File: src/hw/rtl/sspu_pkg.sv
// shared types, codes and constants of the stepper station positioner
// no dependencies; imported by the interfaces and every module
package sspu_pkg;

    localparam int NUM_SEGMENTS = 13;
    localparam int STEP_W       = 16;
    localparam int STA_W        = 4;

    localparam logic [STEP_W-1:0] HOMING_STEPS = 16'hFFFF;

    localparam logic [STEP_W-1:0] SEG_DEFAULTS [NUM_SEGMENTS] = '{
        16'd880, 16'd635, 16'd675, 16'd675, 16'd660, 16'd675, 16'd675,
        16'd675, 16'd675, 16'd675, 16'd645, 16'd675, 16'd675
    };

    typedef enum logic [1:0] {
        ACT_MOVE  = 2'd0,
        ACT_TICK  = 2'd1,
        ACT_BUMP  = 2'd2,
        ACT_WRITE = 2'd3
    } t_action;

    typedef enum logic [1:0] {
        ST_OK    = 2'd0,
        ST_BUSY  = 2'd1,
        ST_RANGE = 2'd2
    } t_status;

    typedef struct packed {
        logic [1:0]        action;
        logic [STA_W-1:0]  target_station;
        logic [STA_W-1:0]  table_index;
        logic [STEP_W-1:0] segment_steps;
    } t_item;

    typedef struct packed {
        logic             step_pulse;
        logic             reverse_dir;
        logic             motor_release;
        logic [STA_W-1:0] station;
        logic             moving;
        logic [1:0]       status_code;
    } t_result;

    typedef struct packed {
        logic              en;
        logic [STA_W-1:0]  idx;
        logic [STEP_W-1:0] data;
    } t_tbl_wr;

endpackage

File: src/hw/rtl/sspu_ctrl.sv
// positioner state and per-item decision logic
// depends on sspu_pkg; reads segment lengths from sspu_table
module sspu_ctrl
    import sspu_pkg::*;
(
    input  logic              i_clk,
    input  logic              i_rst_n,
    input  logic              i_advance,
    input  t_item             i_item,
    input  logic [STEP_W-1:0] i_seg_data,
    output logic [STA_W-1:0]  o_seg_idx,
    output t_tbl_wr           o_tbl_wr,
    output t_result           o_res
);

    logic              r_moving, n_moving;
    logic [STA_W-1:0]  r_station, n_station;
    logic [STA_W-1:0]  r_goal, n_goal;
    logic              r_reverse, n_reverse;
    logic [STEP_W-1:0] r_steps, n_steps;

    logic              homing;
    logic [STEP_W-1:0] seg_len;
    logic [STEP_W-1:0] steps_inc;
    logic              pulse;
    logic              release_c;
    logic [STA_W-1:0]  sta_next;
    t_status           status;

    // segment lookup
    assign homing    = (r_goal == '0) && (r_station == STA_W'(1));
    assign o_seg_idx = r_reverse ? (r_station - STA_W'(1)) : r_station;

    always_comb begin
        if (homing) begin
            seg_len = HOMING_STEPS;
        end else if (r_reverse && (r_station == '0)) begin
            seg_len = '0;
        end else begin
            seg_len = i_seg_data;
        end
    end

    assign sta_next = r_reverse ? (r_station - STA_W'(1)) : (r_station + STA_W'(1));

    always_comb begin
        n_moving  = r_moving;
        n_station = r_station;
        n_goal    = r_goal;
        n_reverse = r_reverse;
        n_steps   = r_steps;
        pulse     = 1'b0;
        release_c = 1'b0;
        status    = ST_OK;
        steps_inc = r_steps;
        case (t_action'(i_item.action))
            ACT_MOVE: begin
                if (r_moving) begin
                    status = ST_BUSY;
                end else if (i_item.target_station > STA_W'(NUM_SEGMENTS)) begin
                    status = ST_RANGE;
                end else begin
                    n_goal  = i_item.target_station;
                    n_steps = '0;
                    if (i_item.target_station == r_station) begin
                        release_c = 1'b1;
                    end else begin
                        n_reverse = r_station > i_item.target_station;
                        n_moving  = 1'b1;
                    end
                end
            end
            ACT_TICK: begin
                if (r_moving) begin
                    if (r_steps < seg_len) begin
                        pulse     = 1'b1;
                        steps_inc = r_steps + STEP_W'(1);
                    end
                    n_steps = steps_inc;
                    if (steps_inc >= seg_len) begin
                        n_steps   = '0;
                        n_station = sta_next;
                        if (sta_next == r_goal) begin
                            n_moving  = 1'b0;
                            release_c = 1'b1;
                        end
                    end
                end
            end
            ACT_BUMP: begin
                if (r_moving) begin
                    n_moving  = 1'b0;
                    n_station = '0;
                    n_steps   = '0;
                    release_c = 1'b1;
                end
            end
            default: begin
            end
        endcase
    end

    assign o_tbl_wr.en   = i_advance && (t_action'(i_item.action) == ACT_WRITE)
                           && (i_item.table_index < STA_W'(NUM_SEGMENTS));
    assign o_tbl_wr.idx  = i_item.table_index;
    assign o_tbl_wr.data = i_item.segment_steps;

    assign o_res.step_pulse    = pulse;
    assign o_res.reverse_dir   = n_reverse;
    assign o_res.motor_release = release_c;
    assign o_res.station       = n_station;
    assign o_res.moving        = n_moving;
    assign o_res.status_code   = status;

    always_ff @(posedge i_clk) begin
        if (!i_rst_n) begin
            r_moving  <= 1'b0;
            r_station <= '0;
            r_goal    <= '0;
            r_reverse <= 1'b0;
            r_steps   <= '0;
        end else if (i_advance) begin
            r_moving  <= n_moving;
            r_station <= n_station;
            r_goal    <= n_goal;
            r_reverse <= n_reverse;
            r_steps   <= n_steps;
        end
    end

endmodule

File: config.mk
export PLATFORM = sky130hd
export DESIGN_NAME = sspu_ctrl
export DESIGN_NICKNAME = d
export VERILOG_FILES = /design/src/hw/rtl/sspu_pkg.sv /design/src/hw/rtl/sspu_ctrl.sv
export SDC_FILE = /design/constraint.sdc
export NUM_CORES = 1
export LEC_CHECK = 0
export BUFFER_PORTS_ARGS = -buffer_cell sky130_fd_sc_hd__buf_2
export CELL_PAD_IN_SITES_DETAIL_PLACEMENT = 1
export CELL_PAD_IN_SITES_GLOBAL_PLACEMENT = 1
export CORE_MARGIN = 2
export CORE_UTILIZATION = 39
export DETAILED_ROUTE_END_ITERATION = 10
export PLACE_DENSITY_LB_ADDON = 0.1
export SYNTH_ARGS = -nofsm -noshare
export SYNTH_HDL_FRONTEND = slang
export SYNTH_SLANG_ARGS = --single-unit
File: constraint.sdc
create_clock -name i_clk -period 7.6 [get_ports i_clk]
set_clock_uncertainty 0.05 [all_clocks]
set_input_delay 0 -clock i_clk [delete_from_list [all_inputs] [get_ports i_clk]]
set_output_delay 0 -clock i_clk [all_outputs]
set_load 0.1 [all_outputs]
Word level (Yosys, flattened, before mapping)
Cells that the tools add are included.
{"block": "totals", "reg_bits": 26, "latch_bits": 0, "ramBits": 0, "mem_bits_ro": 0, "input_bits": 45, "out_inout_bits": 35, "elab_cells": 77, "mem_count": 0}
{"block": "op_classes", "addsub": 3, "mul": 0, "div": 0, "order_cmp": 5, "eq_ne": 10, "shifts": 0, "mux": 42, "bitwise": 2, "reduce_logical": 10}
{"operator": "2-to-1 mux 16 bit", "n": 10}
{"operator": "one-hot mux 16 bit (3 select lines)", "n": 1}
{"operator": "2-to-1 mux 1 bit", "n": 20}
{"operator": "2-to-1 mux 4 bit", "n": 5}
{"operator": "adder 16 x 1 -> 16 bit, second input constant", "n": 1}
{"operator": ">= comparator 16 bit", "n": 1}
{"operator": "< comparator 16 bit", "n": 1}
{"operator": "equality test 4 bit", "n": 2}
{"operator": "logical NOT 4 bit", "n": 2}
{"operator": "inequality test 2 bit, second input constant", "n": 4}
{"operator": "one-hot mux 4 bit (2 select lines)", "n": 1}
{"operator": "2-to-1 mux 2 bit", "n": 3}
{"operator": "one-hot mux 1 bit (3 select lines)", "n": 2}
{"operator": "AND reduction 6 bit", "n": 1}
{"operator": "adder 4 x 1 -> 4 bit, second input constant", "n": 1}
{"operator": "equality test 2 bit, second input constant", "n": 2}
{"operator": "equality test 4 x 1 -> 1 bit, second input constant", "n": 1}
{"operator": "greater-than comparator 4 bit", "n": 1}
{"operator": "greater-than comparator 4 bit, second input constant", "n": 1}
{"operator": "logical AND 1 bit", "n": 4}
{"operator": "< comparator 4 bit, second input constant", "n": 1}
{"operator": "AND reduction 4 bit", "n": 1}
{"operator": "subtractor 4 x 1 -> 4 bit, second input constant", "n": 1}
{"operator": "nonzero test 3 bit", "n": 1}
{"operator": "3 further kinds", "n": 4}

Longest topological paths before layout
{"block": "depth", "depth_word": 12, "mapped_depth": 26, "depth_no_buf": 23}

Worst setup path after synthesis
No wires, ideal clock.
{"block": "synth_timing", "path_kind": "register to output", "from": "reg r_station[0]", "to": "out o_res[6] (netlist name)", "t_arrival_ps": 6660, "required_time_ps": 7550, "slack_ps": 890, "path_stages_with_launch": 22, "path_buffers": 2, "path_cell_list": "dfxtp_1 ha_1 or4b_4 nor4_4 clkbuf_1 a21oi_1 ha_1 and4_1 a21oi_1 a211oi_1 or4_1 clkbuf_1 a21oi_2 mux2_2 ha_1 a21oi_1 a211oi_1 o22a_1 o31ai_1 o2111ai_1 nand3_1 o2bb2ai_1"}
{"item": "start, declared", "line_no": "sspu_ctrl.sv:17", "text": "logic [STA_W-1:0] r_station, n_station;"}
{"item": "start signal, assigned", "line_no": "sspu_ctrl.sv:124", "text": "r_station <= n_station;"}
{"item": "end, declared", "line_no": "sspu_ctrl.sv:13", "text": "output t_result o_res"}

==> results.md <==
* Main area contributors after synthesis: ha_1, dfxtp_1, buf_4
* Synth warn at 0
* Vias at 3020
* Relative max-transition margin at 31.8%
* Worst-case clock buffer depth at 2
* Met3 Use GR at 1.93%
* Drt via density at 5.79
* Synth Flop Type: dfxtp_1
* NumNets Final at 512
* TritonCTS Buffers at 3
* Final ANT Viol Nets at 0
* Final setup viols at 0
* CTS Root Cell: clkbuf_8
* Met1 usage at 29.4%
* Post-route clock period utilization at 92.8%
* Worst-Margin Slew at 1020 ps
* Vias in the first global route at 3002
* Mapped cell area at 3100 um2
* Syn Inst Count at 389
* GRT Util Overall at 22.3%
* Placed cells at 499
* Worst path arrival time at 7000 ps
* I/O Buffers at 47
* Setup CP Type: register to primary output
* GP Congestion at 0.798
* TNS Setup at 0 ps
* Die X at 93.2 um
* Worst vdd ir at 0.0648 mV
* PwrDens at 101 nW/um2
* Fmax at 142 MHz
* Initial Util at 40.1%
* Post-Syn Nets at 479
* Floorplan die height at 93.2 um
* Routed wire length at 9540 um
* Result of the run: completed
* R2R cell count at 22
* Critical path startpoint category: register
* Final Critical Period at 7050 ps
* Clock Sinks at 26
* Yosys cell types at 59
* WP data required at 7550 ps
* RSZ-0062 raised after global routing: no
* Share of cells above drive strength 1 at 16.7%
* Core Footprint at 7730 um2
* Worst-path maximum fanout at 11
* # H-tree levels at 1
* # IOs at 80
* Worst skew pair latency at 290 ps
* Drt wl/cell at 18.3 um
* Initial antenna violation count at 0
* N_diodes at 0
* Pin count of the biggest net entering global routing at 31
* Largest area contributor in the netlist: ha_1
* DR iter-0 viols at 103
* DRC Markers at 0
* Async SR Flop Fraction at 0%
* Die area at 8680 um2
* Busiest grt layer: met2
* Area grow syn2layout at 13.1%
* MaxCap Viol Count at 0
* Yosys reg bits at 26
* TritonRoute pass-1 iters at 4
* Post-synth EDFFs at 0
* Overflow after GRT at 0
* First-pass GRT wire length at 15500 um
* Worst min path class: input pin to register
* DP HPWL at 7530 um
* Syn_area_per_cell at 7.97 um2
* CTS tree: done
* Fin. Hold Viols at 0
* Rows at 32
* Final cell count without fillers at 522
* Leak at 1.55 nW
* CP endpoint kind: primary output
* Met2 Resource Use GR at 40.2%
* Synth top area share at 18.2%
* Sequential element share of the synthesized area at 16.8%
* Hold path cells at 3
* Max Slew Vio Count at 0
* CTS clock-pin slew for the worst setup and hold paths at 110 ps
[synthesized netlist by cell type, drive strengths merged, types with 8 or more instances]
master and count:
ha 45, nand2 32, a21oi 31, nand3 28
buf 27, dfxtp 26, inv 16, clkbuf 15
nor2 15, xnor2 15, and3 13, o21ai 11
a21o 8, a32o 8, xor2 8
[power by group]
group / switching [mW] / total, mW / internal [mW]
logic: 0.0953 / 0.127 / 0.0315
registers: 0.00282 / 0.140 / 0.138
clock network: 0.0519 / 0.0878 / 0.0358
[cells by family after synthesis]
kind of cell,Yosys count,share of synthesized area (%)
flip-flops,26,16.8
buffers and inverters,58,10.2
XOR/XNOR,23,6.50
AO/OA/AOI/OAI,101,23.4
multiplexers,2,0.686
adder cells (fa/ha/maj),46,18.5
AND/OR/NAND/NOR,133,24.0
[per-layer routing]
metal	vias to the layer above	routed length, um
met3	7	280
met4	0	58
met2	65	4740
li1	1505	-
met1	1443	4460
met5	-	0
[worst paths after layout]
kind                              startpoint    endpoint  slack [ps]
worst min-delay path               i_advance   r_goal[0]          90
worst max-delay path            r_station[1]    o_res[6]         550
worst min register to register     r_goal[2]   r_goal[2]         450
worst max register to register  r_station[1]  r_steps[8]         830
[timing repair]
action / 4_1_cts / 5_1_grt
gates resized for setup: 0 / 9
buffers inserted: 0 / 0
hold endpoints to repair: 20 / 0
hold buffers: 20 / 0
endpoints found under the setup margin: 0 / 4
[cells in the final DEF, fill, tap and decap left out, types with 3 or more instances in the layout]
cell type,synthesis,final
clkbuf_8,0,3
a21oi_1,29,29
o21ai_0,10,9
a31o_2,3,3
dfxtp_1,26,26
a21o_1,8,8
nand2_1,32,32
xor2_1,8,8
a41o_1,4,4
and4b_1,3,3
o21a_1,5,5
xnor2_1,15,15
buf_2,0,43
nor4_1,6,6
dlygate4sd3_1,0,20
nor3_1,6,6
ha_1,45,45
and3_1,13,13
a32o_1,8,8
nand4_1,5,5
clkbuf_4,0,4
buf_4,24,3
and4_1,3,3
or4_1,5,5
o31ai_1,4,4
o2bb2ai_1,4,4
a211oi_1,4,4
o221ai_1,3,3
inv_1,16,16
nand3_1,27,27
nor2_1,15,15
[final cells by class]
class                   instances  area (um2)
multi-input cells             305        2290
fillers                       956        4220
well taps                     102         128
repair buffers                 70         468
inverters                      16        60.1
clock buffers                   3        41.3
flip-flops and latches         26         520
[stage by stage]
step / hold slack (ps) / area [um2] / setup slack, ps / power [mW] / util [%]
6_report: 92.3 / 3510 / 545 / 0.355 / 45.4
5_1_grt: 122 / 3510 / 66.1 / 0.371 / 45.4
4_1_cts: 88.0 / 3470 / 125 / 0.357 / 44.9
3_5_place_dp: -49.3 / 3230 / 492 / 0.228 / 41.8
3_3_place_gp: -49.3 / 3230 / 758 / 0.227 / 41.8
2_1_floorplan: 113 / 3100 / 890 / 0.246 / -
[state kept, by name, indices dropped and copies added (netlist names)]
register / flops
r_steps: 16
r_goal: 4
r_station: 4
r_moving: 1
r_reverse: 1
[worst max-delay path: stages (launching register included)]
cell and delay [ps]:
dfxtp_1 400, inv_1 140, ha_1 150, or4b_4 470, nor4_4 320, a21oi_1 140, ha_1 330, and3_1 200
o21ai_0 260, a211oi_1 140, or4_1 700, a211oi_4 450, and3_1 320, xnor2_1 160, ha_1 270, and2_1 170
a221oi_1 400, nor2b_1 220, o21ai_1 150, o311ai_1 160, o21ai_2 190, buf_4 220, nand3_1 190, o2bb2ai_1 160
clkbuf_4 360
(Power assumes the default switching activity.)
