<file path="config.mk">
export PLATFORM = sky130hd
export DESIGN_NAME = sspu_table
export DESIGN_NICKNAME = d
export VERILOG_FILES = /design/src/hw/rtl/sspu_pkg.sv /design/src/hw/rtl/sspu_table.sv
export SDC_FILE = /design/constraint.sdc
export NUM_CORES = 1
export LEC_CHECK = 0
export ABC_AREA = 1
export BUFFER_PORTS_ARGS = -buffer_cell sky130_fd_sc_hd__clkbuf_2
export CAP_MARGIN = 5
export CORE_MARGIN = 4
export CORE_UTILIZATION = 46
export CTS_BUF_LIST = sky130_fd_sc_hd__clkbuf_8
export DETAILED_ROUTE_END_ITERATION = 7
export GPL_ROUTABILITY_DRIVEN = 0
export PLACE_DENSITY_LB_ADDON = 0.05
export SETUP_SLACK_MARGIN = 0.15
export SLEW_MARGIN = 20
export SYNTH_ARGS = -nofsm -noshare
export SYNTH_HDL_FRONTEND = slang
export SYNTH_SLANG_ARGS = --single-unit
</file>
<file path="constraint.sdc">
create_clock -name i_clk -period 2.47 [get_ports i_clk]
set_input_delay 0.6175 -clock i_clk [delete_from_list [all_inputs] [get_ports i_clk]]
set_output_delay 0.6175 -clock i_clk [all_outputs]
set_load 0.02 [all_outputs]
</file>
<file path="src/hw/rtl/sspu_pkg.sv">
// shared types, codes and constants of the stepper station positioner
// no dependencies; imported by the interfaces and every module
package sspu_pkg;

    localparam int NUM_SEGMENTS = 13;
    localparam int STEP_W       = 16;
    localparam int STA_W        = 4;

    localparam logic [STEP_W-1:0] HOMING_STEPS = 16'hFFFF;

    localparam logic [STEP_W-1:0] SEG_DEFAULTS [NUM_SEGMENTS] = '{
        16'd880, 16'd635, 16'd675, 16'd675, 16'd660, 16'd675, 16'd675,
        16'd675, 16'd675, 16'd675, 16'd645, 16'd675, 16'd675
    };

    typedef enum logic [1:0] {
        ACT_MOVE  = 2'd0,
        ACT_TICK  = 2'd1,
        ACT_BUMP  = 2'd2,
        ACT_WRITE = 2'd3
    } t_action;

    typedef enum logic [1:0] {
        ST_OK    = 2'd0,
        ST_BUSY  = 2'd1,
        ST_RANGE = 2'd2
    } t_status;

    typedef struct packed {
        logic [1:0]        action;
        logic [STA_W-1:0]  target_station;
        logic [STA_W-1:0]  table_index;
        logic [STEP_W-1:0] segment_steps;
    } t_item;

    typedef struct packed {
        logic             step_pulse;
        logic             reverse_dir;
        logic             motor_release;
        logic [STA_W-1:0] station;
        logic             moving;
        logic [1:0]       status_code;
    } t_result;

    typedef struct packed {
        logic              en;
        logic [STA_W-1:0]  idx;
        logic [STEP_W-1:0] data;
    } t_tbl_wr;

endpackage

</file>
<file path="src/hw/rtl/sspu_table.sv">
// per-segment step count table, reset to the default distances
// depends on sspu_pkg
module sspu_table
    import sspu_pkg::*;
(
    input  logic              i_clk,
    input  logic              i_rst_n,
    input  t_tbl_wr           i_wr,
    input  logic [STA_W-1:0]  i_rd_idx,
    output logic [STEP_W-1:0] o_rd_data
);

    logic [STEP_W-1:0] r_tbl [NUM_SEGMENTS];

    always_ff @(posedge i_clk) begin
        if (!i_rst_n) begin
            for (int i = 0; i < NUM_SEGMENTS; i++) begin
                r_tbl[i] <= SEG_DEFAULTS[i];
            end
        end else if (i_wr.en) begin
            r_tbl[i_wr.idx] <= i_wr.data;
        end
    end

    assign o_rd_data = (i_rd_idx < STA_W'(NUM_SEGMENTS)) ? r_tbl[i_rd_idx] : '0;

endmodule

</file>
# ---- Word level (Yosys, flattened, before mapping)
# Memories as Yosys holds them, arrays and structs flattened.
# Cells that the tools add are included.
dict set report word_totals {
  reg_bits 0
  ram_bits 208
  memories 1
  input_bits 27
}
# name depth width rd rd_ports_with_merged_regs wr line_no
set mem_list {}
lappend mem_list {r_tbl 13 16 1 0 13 sspu_table.sv:13} ;# logic [STEP_W-1:0] r_tbl [NUM_SEGMENTS];
dict set report classes {
  magnitude_cmp 1
  n_reduce_logical 1
  n_mux 8
}
# op n
set ops {}
lappend ops {{$mux W16} 2}
lappend ops {{$reduce_or A16 Y1} 1}
lappend ops {{$mux W1} 5}
lappend ops {{$lt A4 B4 Y1 const B} 1}
lappend ops {{$mux W4} 1}

# ---- Depth between registers and ports, before layout
# Gate-level depths: netlist of run 1.
dict set report depth {
  word_depth 5
  mapped_depth 11
}

# ---- Worst setup path after synthesis of run 1
# OpenSTA, ideal clock, no wires.
dict set report synth_path {
  path_kind {input to output}
  startpoint {input port i_rd_idx[0]}
  endpoint {output port o_rd_data[15]}
  path_stages 10
  arrival_ns 1.631
  required_ns 1.852
  path_slack_ns 0.221
  n_path_buf 3
  cell_sequence {buf_6 -> inv_2 -> buf_6 -> buf_4 -> nand2_1 -> nand3_1 -> nand3_1 -> nand3_1 -> nand2_1 -> nor2_1}
}
dict set report synth_via {
  elab_chain_len 2
  elab_cells_between_ends 3
  cone_classes {1 x order compare; 1 x mux; 1 x memory}
}
# item line_no
set synth_lines {}
lappend synth_lines {{start, declared} sspu_table.sv:9} ;# input logic [STA_W-1:0] i_rd_idx,
lappend synth_lines {{$mem_v2 Z13 W16 or $lt A4 B4 Y1 (tied branches)} -}
lappend synth_lines {{$mux W16 (*)} sspu_table.sv:25} ;# assign o_rd_data = (i_rd_idx < STA_W'(NUM_SEGMENTS)) ? r_tbl[i_rd_idx] : '0;
lappend synth_lines {{end, declared} sspu_table.sv:10} ;# output logic [STEP_W-1:0] o_rd_data
# Every way passes the cells marked *; elsewhere a longest branch is shown, timed or not.

# ---- Final worst setup path of run 1
dict set report layout_path {
  startpoint {input port i_rd_idx[0]}
  endpoint {output port o_rd_data[2]}
}
# Same word-level chain as after synthesis.

==> reports/qor.yml, run 1 <==
cells_and_area:
  area_growth_pct: 22.9
  top_register: "r_tbl"
  largest_reg_flops: 211
  regArea_um2: 6340
  layout_commonest_cell: "nor2_1"
  design_area_um2: 12200
  final_cell_mix: "nor2_1 (293), edfxtp_1 (211), nand2_1 (190), o21ai_1 (61), inv_1 (49)"
  drive_gt1_share_pct: 23.2
  antenna_cells: 0
  fillCellCount: 1887
  final_util_pct: 57.8
  top_regs: "r_tbl x211"
  final_nets: 1151
  multi_input_area_um2: 3120
placed_design:
  dpl-instance-area_um2: 10700
  post-place-ws_ns: -0.0433
  io_buffers: 42
  dp_hpwl_um: 17200
clocking:
  hold_buffers: 0
  numClockSinks: 211
  clock_path_buffers: 3
  path_clk_slew_ns: 0.06
  cts-root-buf: "clkbuf_8"
  htreeDepth: 2
  cts_tree: "built"
  cts_made_buffers: 38
pwr:
  combinationalPowerShare_pct: 12.5
  p_total_mw: 8.04
  intPower_mw: 5.97
  p_seq_share_pct: 52.3
  peakVddDrop_uv: 384
  power.share.clock_pct: 35.2
  swShare_pct: 25.7
  power.switching_mw: 2.07
  p_per_area_nw_per_um2: 660
  leakage_nw: 4.81
setup_path:
  max_stage_delay_ns: 0.19
  path_class: "in2out"
  path_buf_inv: 5
  arrival_ns: 1.75
  crit_fanout: 21
  required_ns: 1.85
  cpMostUsedCell: "nand2_1"
  end_kind: "output port"
  crit_family: "buffers and inverters"
  path_cells: "buf_16 -> inv_16 -> buf_12 -> o21ai_1 -> nand2_1 -> nand2_1 -> nand2_1 -> nand2_2 -> inv_1 -> clkbuf_8"
  critPathSlowestCell: "buf_12"
  setup.worst_path.start_class: "input pin"
global_route:
  grtUsageTotal_pct: 23.6
  grt_overflow: 0
  antenna_found_initial: 0
  grt_pass1_wl_um: 42900
  grt_pass1_vias: 7467
  grt_max_degree: 28
logic_synthesis:
  synth.yosys.seq_area_share_pct: 63.9
  synth_seq_cells: 211
  synth_cell_types: 21
  syn_inst: 1032
  avgSynthCellArea_um2: 9.60
  yosys_warnings: 0
  syn-num-nets: 1059
  syn-cell-area_um2: 9910
sta:
  rsz0062_at_grt: "yes"
  worstMarginPinSlew_ns: 0.619
  max_freq_mhz: 422
  finalCriticalPeriod_ns: 2.37
  hold_viol: 0
  finalCritPeriodShare_pct: 95.9
  report.final.slew_viol_count: 0
  setup_viol: 0
  setup_slack_ns: 0.101
  slew_headroom_pct: 58.7
route:
  vias_per_cell: 5.21
  wl_um: 28500
  wl_met2_um: 14100
  top_layer: "met4"
  vias: 7401
  drt-initial-drc-count: 549
  m1WireLength_um: 12400
  wl_met3_um: 1500
  wl_per_cell_um: 20.1
  firstDrtPassIters: 5
  ant_nets: 0
  route.detailed.drc: 0
hold_path:
  min_to: "r_tbl[14][15]$_DFFE_PP_"
  holdPathStages: 1
  hp-start: "i_wr[15]"
  hold_class: "in2reg"
die:
  core_region_area_um2: 21100
  die_area_um2: 24000
  dieHeight_um: 155
  start_util_pct: 47.0
  die_w_um: 155
  io_pins: 43
  rows: 53
status:
  outcome: "finished, final reports clean"
run:
  cap_viol_max_count: 0
-- synthesized netlist by cell type --
cell type / n / share of area [%]
nor3_1: 12 / 0.61
nand2_2: 1 / 0.063
nor2_4: 13 / 1.5
o211ai_1: 1 / 0.076
nand2_1: 201 / 7.6
buf_1: 2 / 0.076
o21ai_0: 72 / 3.6
edfxtp_1: 211 / 64
nor2_1: 321 / 12
clkbuf_1: 28 / 1.1
a31oi_1: 11 / 0.69
o21ai_1: 18 / 0.91
inv_1: 43 / 1.6
buf_6: 15 / 1.7
nand3_1: 26 / 1.3
inv_2: 19 / 0.72
and3_1: 1 / 0.063
nor3_2: 3 / 0.30
buf_4: 6 / 0.45
buf_2: 19 / 0.96
nor2_2: 9 / 0.57
-- through the flow --
step	std cells	hold WS [ns]	setup TNS (ns)
floorplan	1032	0.716	0
global placement	1341	0.865	-0.204
detailed placement	1341	0.862	-0.231
CTS	1414	0.310	0
global route	1421	0.330	0
finish	1421	0.328	0
-- power groups by stage --
stage	Clock, mW	Combinational, mW	Sequential [mW]
floorplan	0	0.482	4.25
global placement	0	0.801	4.26
detailed placement	0	0.804	4.26
CTS	2.89	0.944	4.20
global route	3.05	1.10	4.22
finish	2.83	1.01	4.20
-- cell families (layout without fill, tap and decap cells) --
group | after synthesis | in the layout | synth area share (%)
flops | 211 | 211 | 63.9
compound gates | 102 | 102 | 5.31
simple gates | 587 | 587 | 24.2
buf+inv | 132 | 246 | 6.60
-- repair_timing --
item | in CTS | in global routing
setup endpoints to repair | 16 | 16
pin swaps | 20 | 15
setup buffers | 3 | 0
gates cloned | 8 | 7
endpoints found under the hold margin | 0 | 0
resized for setup | 117 | 66
-- worst max path at each step --
stage	from	end	cells past startpoint
finish	i_rd_idx[0]	o_rd_data[2]	10
global route	i_rd_idx[0]	o_rd_data[15]	10
CTS	i_rd_idx[0]	o_rd_data[2]	12
detailed placement	i_rd_idx[0]	o_rd_data[15]	10
global placement	i_rd_idx[0]	o_rd_data[15]	10
floorplan	i_rd_idx[0]	o_rd_data[15]	10
-- layout make-up --
type,count,share of cell area (%)
Clock buffer,39,4.40
Timing Repair Buffer,122,12.2
Multi-Input combinational cell,689,25.6
Tap cell,275,2.82
Sequential cell,211,52.0
Clock inverter,23,0.760
Inverter,62,2.18
-- routing by layer --
metal | up-vias | track usage (%)
met3 | 48 | 3.81
met4 | 0 | 6.69
met5 | - | 0
li1 | 3562 | -
met2 | 207 | 39.5
met1 | 3584 | 32.0
(Power assumes the default switching activity.)
==> inputs of run 2 (changes only) <==
Settings changed: ABC_AREA 1 to 0, CTS_CLUSTER_DIAMETER set to 150.
Clock period 2.47 ns to 2.37 ns, I/O delays scaled along.
==> reports/qor.yml, run 2 <==
cells_and_area:
  regArea_um2: 6280  # was 6340 um2
  layout_commonest_cell: "edfxtp_1"  # was nor2_1
  top_register: "r_tbl"  # unchanged
  fillCellCount: 1636  # was 1887
  multi_input_area_um2: 3440  # was 3120 um2
  final_nets: 772  # was 1151
  top_regs: "r_tbl x209"  # was r_tbl x211
  largest_reg_flops: 209  # was 211
  antenna_cells: 0  # unchanged
  final_cell_mix: "edfxtp_1 (209), and2_1 (143), buf_4 (56), clkbuf_8 (50), or3_1 (47)"  # was nor2_1 (293), edfxtp_1 (211), nand2_1 (190), o21ai_1 (61), inv_1 (49)
  drive_gt1_share_pct: 34.0  # was 23.2%
  area_growth_pct: 23.2  # was 22.9%
  final_util_pct: 58.1  # was 57.8%
pwr:
  p_total_mw: 8.31  # was 8.04 mW
  combinationalPowerShare_pct: 11.5  # was 12.5%
  p_seq_share_pct: 52.2  # was 52.3%
  power.switching_mw: 1.99  # was 2.07 mW
  power.share.clock_pct: 36.3  # was 35.2%
  swShare_pct: 24.0  # was 25.7%
  peakVddDrop_uv: 385  # was 384 uV
  leakage_nw: 4.22  # was 4.81 nW
  intPower_mw: 6.32  # was 5.97 mW
  p_per_area_nw_per_um2: 700  # was 660 nW/um2
route:
  vias_per_cell: 5.44  # was 5.21
  wl_per_cell_um: 22.4  # was 20.1 um
  firstDrtPassIters: 5  # unchanged
  wl_um: 23200  # was 28500 um
  vias: 5656  # was 7401
  route.detailed.drc: 0  # unchanged
  drt-initial-drc-count: 384  # was 549
  ant_nets: 0  # unchanged
clocking:
  cts_tree: "built"  # unchanged
  htreeDepth: 2  # unchanged
  cts_made_buffers: 36  # was 38
  cts-root-buf: "clkbuf_8"  # unchanged
  clock_path_buffers: 3  # unchanged
  numClockSinks: 209  # was 211
  path_clk_slew_ns: 0.06  # about the same
logic_synthesis:
  synth.top_cells.by_count: "edfxtp_1 (209), and2_1 (143), or3_1 (47), clkbuf_1 (45), mux4_2 (37)"  # was nor2_1 (321), edfxtp_1 (211), nand2_1 (201), o21ai_0 (72), inv_1 (43)
  avgSynthCellArea_um2: 14.8  # was 9.60 um2
  synth_seq_cells: 209  # was 211
  syn-num-nets: 679  # was 1059
  synth.largest_area_cell: "edfxtp_1"  # unchanged
  synth_cell_types: 28  # was 21
  synth_area_leaders: "edfxtp_1 (65%), and2_1 (9.3%), mux4_2 (8.7%)"  # was edfxtp_1 (64%), nor2_1 (12%), nand2_1 (7.6%)
  syn-cell-area_um2: 9630  # was 9910 um2
  synth_most_common_cell: "edfxtp_1"  # was nor2_1
  synth_edf_count: 209  # was 211
  synth_top_cell_area_share_pct: 65.2  # was 63.9%
  synth.yosys.seq_area_share_pct: 65.2  # was 63.9%
  async_flop_share_pct: 0  # unchanged
  ys.flop_type: "edfxtp_1"  # unchanged
  syn_inst: 652  # was 1032
  yosys_warnings: 0  # unchanged
global_route:
  grt_max_degree: 24  # was 28
  grt_overflow: 0  # unchanged
  grt_pass1_vias: 6064  # was 7467
  antenna_found_initial: 1  # was 0
  grt_pass1_wl_um: 36100  # was 42900 um
  grtUsageTotal_pct: 20.3  # was 23.6%
die:
  dieHeight_um: 153  # was 155 um
  rows: 52  # was 53
  start_util_pct: 47.2  # was 47.0%
  die_area_um2: 23300  # was 24000 um2
  die_w_um: 153  # was 155 um
  io_pins: 43  # unchanged
  core_region_area_um2: 20400  # was 21100 um2
sta:
  finalCritPeriodShare_pct: 109
  max_freq_mhz: 387
  setup_viol: 16  # was 0
  hold_viol: 0  # unchanged
  finalCriticalPeriod_ns: 2.58
  rsz0062_at_grt: "yes"  # unchanged
  worstMarginPinSlew_ns: 0.917  # was 0.619 ns
  report.final.slew_viol_count: 0  # unchanged
  hold_ws_ns: 0.500  # was 0.328 ns
  slew_headroom_pct: 38.6  # was 58.7%
  setup_slack_ns: -0.212  # was 0.101 ns
  final.setup.tns_ns: -1.83  # was 0 ns
placed_design:
  io_buffers: 42  # unchanged
  post-place-ws_ns: -0.392  # was -0.0433 ns
  dp_hpwl_um: 15300  # was 17200 um
setup_path:
  crit_fanout: 1  # was 21
  end_kind: "output port"  # unchanged
  setup.worst_path.start_class: "flip-flop"  # was input pin
  required_ns: 1.78  # was 1.85 ns
  crit_start: "r_tbl[10][7]$_SDFFCE_PN1P_"  # was i_rd_idx[0]
  arrival_ns: 1.99  # was 1.75 ns
  path_class: "reg2out"  # was in2out
status:
  violations: "negative setup slack"
  outcome: "finished, violations left"  # was finished, final reports clean
hold_path:
  hp-start: "i_wr[15]"  # unchanged
  hold_class: "in2reg"  # unchanged
run:
  cap_viol_max_count: 0  # unchanged
[run 2: worst paths after layout]
kind                       to  cells past startpoint
max              o_rd_data[7]                      5
min   r_tbl[13][15]$_DFFE_PP_                      1
[run 2: timing repair]
action	4_1_cts	5_1_grt
hold buffers	0	0
gates cloned	2	1
resized for setup	71	33
setup endpoints to repair	16	16
setup buffers	2	1
pin swaps	11	3
[run 2: final cells by class]
class	count	area share [%]
clock buffers	38	4.41
flip-flops and latches	209	52.9
multi-input cells	381	29.0
repair buffers	117	9.77
clock inverters	25	1.10
well taps	270	2.85
[run 2: cell families after synthesis]
logic type | count (synthesis) | synth area share, %
buffers and inverters | 63 | 3.10
DFF | 209 | 65.2
AOI/OAI and AO/OA | 57 | 3.33
and+or+nand+nor | 253 | 16.3
muxes | 70 | 12.1
[run 2: layer usage]
| layer | track usage [%] | vias up | wire (um) |
|---|---|---|---|
| met5 | 0 | - | 0 |
| met4 | 5.52 | 0 | 395 |
| met3 | 3.72 | 33 | 1060 |
| met2 | 32.5 | 118 | 11100 |
| met1 | 28.9 | 2883 | 10700 |
| li1 | - | 2622 | - |
[run 2: stage by stage]
| step | instance area, um2 | instances |
|---|---|---|
| after detailed placement | 10700 | 971 |
| after global placement | 10700 | 971 |
| after CTS | 11700 | 1038 |
| after floorplan | 9820 | 652 |
| final | 11900 | 1040 |
| after global routing | 11900 | 1040 |
[run 2: power groups by stage]
| stage | registers, mW | clock network (mW) | logic, mW |
|---|---|---|---|
| 2_1_floorplan | 4.38 | 0 | 0.492 |
| 4_1_cts | 4.34 | 3.10 | 0.918 |
| 3_5_place_dp | 4.41 | 0 | 0.803 |
| 5_1_grt | 4.35 | 3.28 | 1.01 |
| 3_3_place_gp | 4.40 | 0 | 0.798 |
| 6_report | 4.34 | 3.02 | 0.954 |
[run 2: critical path, cell delays in order, from the launching register on]
cell and delay (ns):
edfxtp_1 0.37, mux4_2 0.52, nor2b_4 0.15, a211oi_2 0.20
a21oi_2 0.06, clkbuf_8 0.16
==> inputs of run 3 (changes only) <==
Settings changed: SETUP_SLACK_MARGIN 0.15 to unset.
==> reports/qor.yml, run 3 (same netlist as run 2, synthesis figures left out) <==
status:
  outcome: "finished, violations left"  # unchanged
  violations: "negative setup slack"  # unchanged
hold_path:
  hold_class: "in2reg"  # unchanged
route:
  vias: 5636  # was 5656
  drt-initial-drc-count: 265  # was 384
  route.detailed.drc: 0  # unchanged
  vias_per_cell: 5.40  # was 5.44
  wl_um: 22800  # was 23200 um
  firstDrtPassIters: 5  # unchanged
  wl_per_cell_um: 21.9  # was 22.4 um
  ant_nets: 0  # unchanged
global_route:
  grtUsageTotal_pct: 20.0  # was 20.3%
  grt_pass1_vias: 5971  # was 6064
  grt_max_degree: 22  # was 24
  grt_overflow: 0  # unchanged
  antenna_found_initial: 0  # was 1
  grt_pass1_wl_um: 36000  # was 36100 um
setup_path:
  cpMostUsedCell: "a211oi_2"
  crit_family: "multiplexers"  # unchanged
  critPathSlowestCell: "mux4_2"  # unchanged
  end_kind: "output port"  # unchanged
  setup.worst_path.start_class: "flip-flop"  # unchanged
  path_buf_inv: 1  # unchanged
  path_class: "reg2out"  # unchanged
  path_cells: "mux4_2 -> nor2b_4 -> a211oi_2 -> a211oi_2 -> buf_4"  # was mux4_2 -> nor2b_4 -> a211oi_2 -> a21oi_2 -> clkbuf_8
  crit_fanout: 1  # unchanged
  max_stage_delay_ns: 0.49  # was 0.52 ns
  arrival_ns: 1.97  # was 1.99 ns
  required_ns: 1.78  # about the same
pwr:
  combinationalPowerShare_pct: 11.3  # was 11.5%
  intPower_mw: 6.15  # was 6.32 mW
  peakVddDrop_uv: 367  # was 385 uV
  p_per_area_nw_per_um2: 693  # was 700 nW/um2
  p_seq_share_pct: 53.7  # was 52.2%
  power.switching_mw: 1.92  # was 1.99 mW
  power.share.clock_pct: 35.0  # was 36.3%
  leakage_nw: 4.19  # was 4.22 nW
  swShare_pct: 23.8  # was 24.0%
clocking:
  htreeDepth: 2  # unchanged
  cts_made_buffers: 35  # was 36
  cts-root-buf: "clkbuf_8"  # unchanged
  numClockSinks: 209  # unchanged
  path_clk_slew_ns: 0.06  # about the same
  clock_path_buffers: 3  # unchanged
  cts_tree: "built"  # unchanged
cells_and_area:
  layout_commonest_cell: "edfxtp_1"  # unchanged
  area_growth_pct: 21.0  # was 23.2%
  final_nets: 775  # was 772
  final_cell_mix: "edfxtp_1 (209), and2_1 (143), buf_4 (64), or3_1 (47), clkbuf_8 (43)"  # was edfxtp_1 (209), and2_1 (143), buf_4 (56), clkbuf_8 (50), or3_1 (47)
  top_register: "r_tbl"  # unchanged
  largest_reg_flops: 209  # unchanged
  top_regs: "r_tbl x209"  # unchanged
  final_cells: 1043  # was 1040
  drive_gt1_share_pct: 30.9  # was 34.0%
  antenna_cells: 0  # unchanged
die:
  rows: 52  # unchanged
  die_area_um2: 23300  # unchanged
  start_util_pct: 47.2  # unchanged
  core_region_area_um2: 20400  # unchanged
  io_pins: 43  # unchanged
  dieHeight_um: 153  # unchanged
  die_w_um: 153  # unchanged
sta:
  hold_viol: 0  # unchanged
  finalCritPeriodShare_pct: 108  # was 109%
  worstMarginPinSlew_ns: 0.806  # was 0.917 ns
  slew_headroom_pct: 46.1  # was 38.6%
  max_freq_mhz: 390  # was 387 MHz
  setup_slack_ns: -0.195  # was -0.212 ns
  hold_ws_ns: 0.491  # was 0.500 ns
  rsz0062_at_grt: "yes"  # unchanged
  report.final.slew_viol_count: 0  # unchanged
  setup_viol: 16  # unchanged
  finalCriticalPeriod_ns: 2.56  # was 2.58 ns
placed_design:
  dp_hpwl_um: 15200  # was 15300 um
  io_buffers: 42  # unchanged
  place_inst: 973  # was 971
  post-place-ws_ns: -0.380  # was -0.392 ns
run:
  cap_viol_max_count: 0  # unchanged
## run 3: cell types whose count changed in the layout (fill, tap and decap cells not counted), moves of 5 or more
cell | before | now
a21oi_1 | 3 | 14
a21oi_2 | 13 | 2
buf_4 | 56 | 64
clkinv_1 | 4 | 12
clkbuf_8 | 50 | 43
inv_1 | 15 | 8
mux2i_4 | 7 | 0
o22ai_1 | 2 | 8
mux2i_1 | 21 | 26
## run 3: power by group through the flow
stage	Combinational, mW	Sequential [mW]	Clock (mW)
2_1_floorplan	0.465	4.38	0
3_3_place_gp	0.790	4.40	0
3_5_place_dp	0.794	4.41	0
4_1_cts	0.892	4.33	2.91
5_1_grt	0.976	4.35	3.10
6_report	0.912	4.33	2.83
## run 3: repair_timing
item / in CTS / in global routing
pin swaps: 7 / 3
setup endpoints to repair: 16 / 16
gates cloned: 3 / 0
hold buffers: 0 / 0
gates resized for setup: 55 / 29
buffers inserted: 5 / 0
## run 3: final timing paths
kind	slack, ns	cells past startpoint	end	startpoint
max	-0.19	5	o_rd_data[15]	r_tbl[0][15]$_SDFFCE_PN0P_
min	0.49	1	r_tbl[13][15]$_DFFE_PP_	i_wr[15]
## run 3: cell type report
class / instances / area (um2)
well taps: 270 / 338
clock inverters: 25 / 100
clock buffers: 37 / 509
flip-flops and latches: 209 / 6280
multi-input cells: 380 / 3230
repair buffers: 122 / 1200
fillers: 1662 / 8770
## run 3: metal layers
metal | track usage (%) | share of wire [%]
met5 | 0 | 0
met3 | 3.38 | 4.7
met4 | 4.54 | 1.3
met2 | 32.6 | 48
met1 | 28.4 | 46
## run 3: through the flow
step                      total power [mW]  area (um2)  setup TNS, ns  utilization (%)
after floorplan                       4.85        9700         -16.34                -
after global placement                5.19       10600          -4.82             52.0
after detailed placement              5.20       10600          -5.00             52.0
after CTS                             8.14       11600          -2.55             56.7
after global routing                  8.42       11700          -3.20             57.1
final                                 8.07       11700          -2.00             57.1
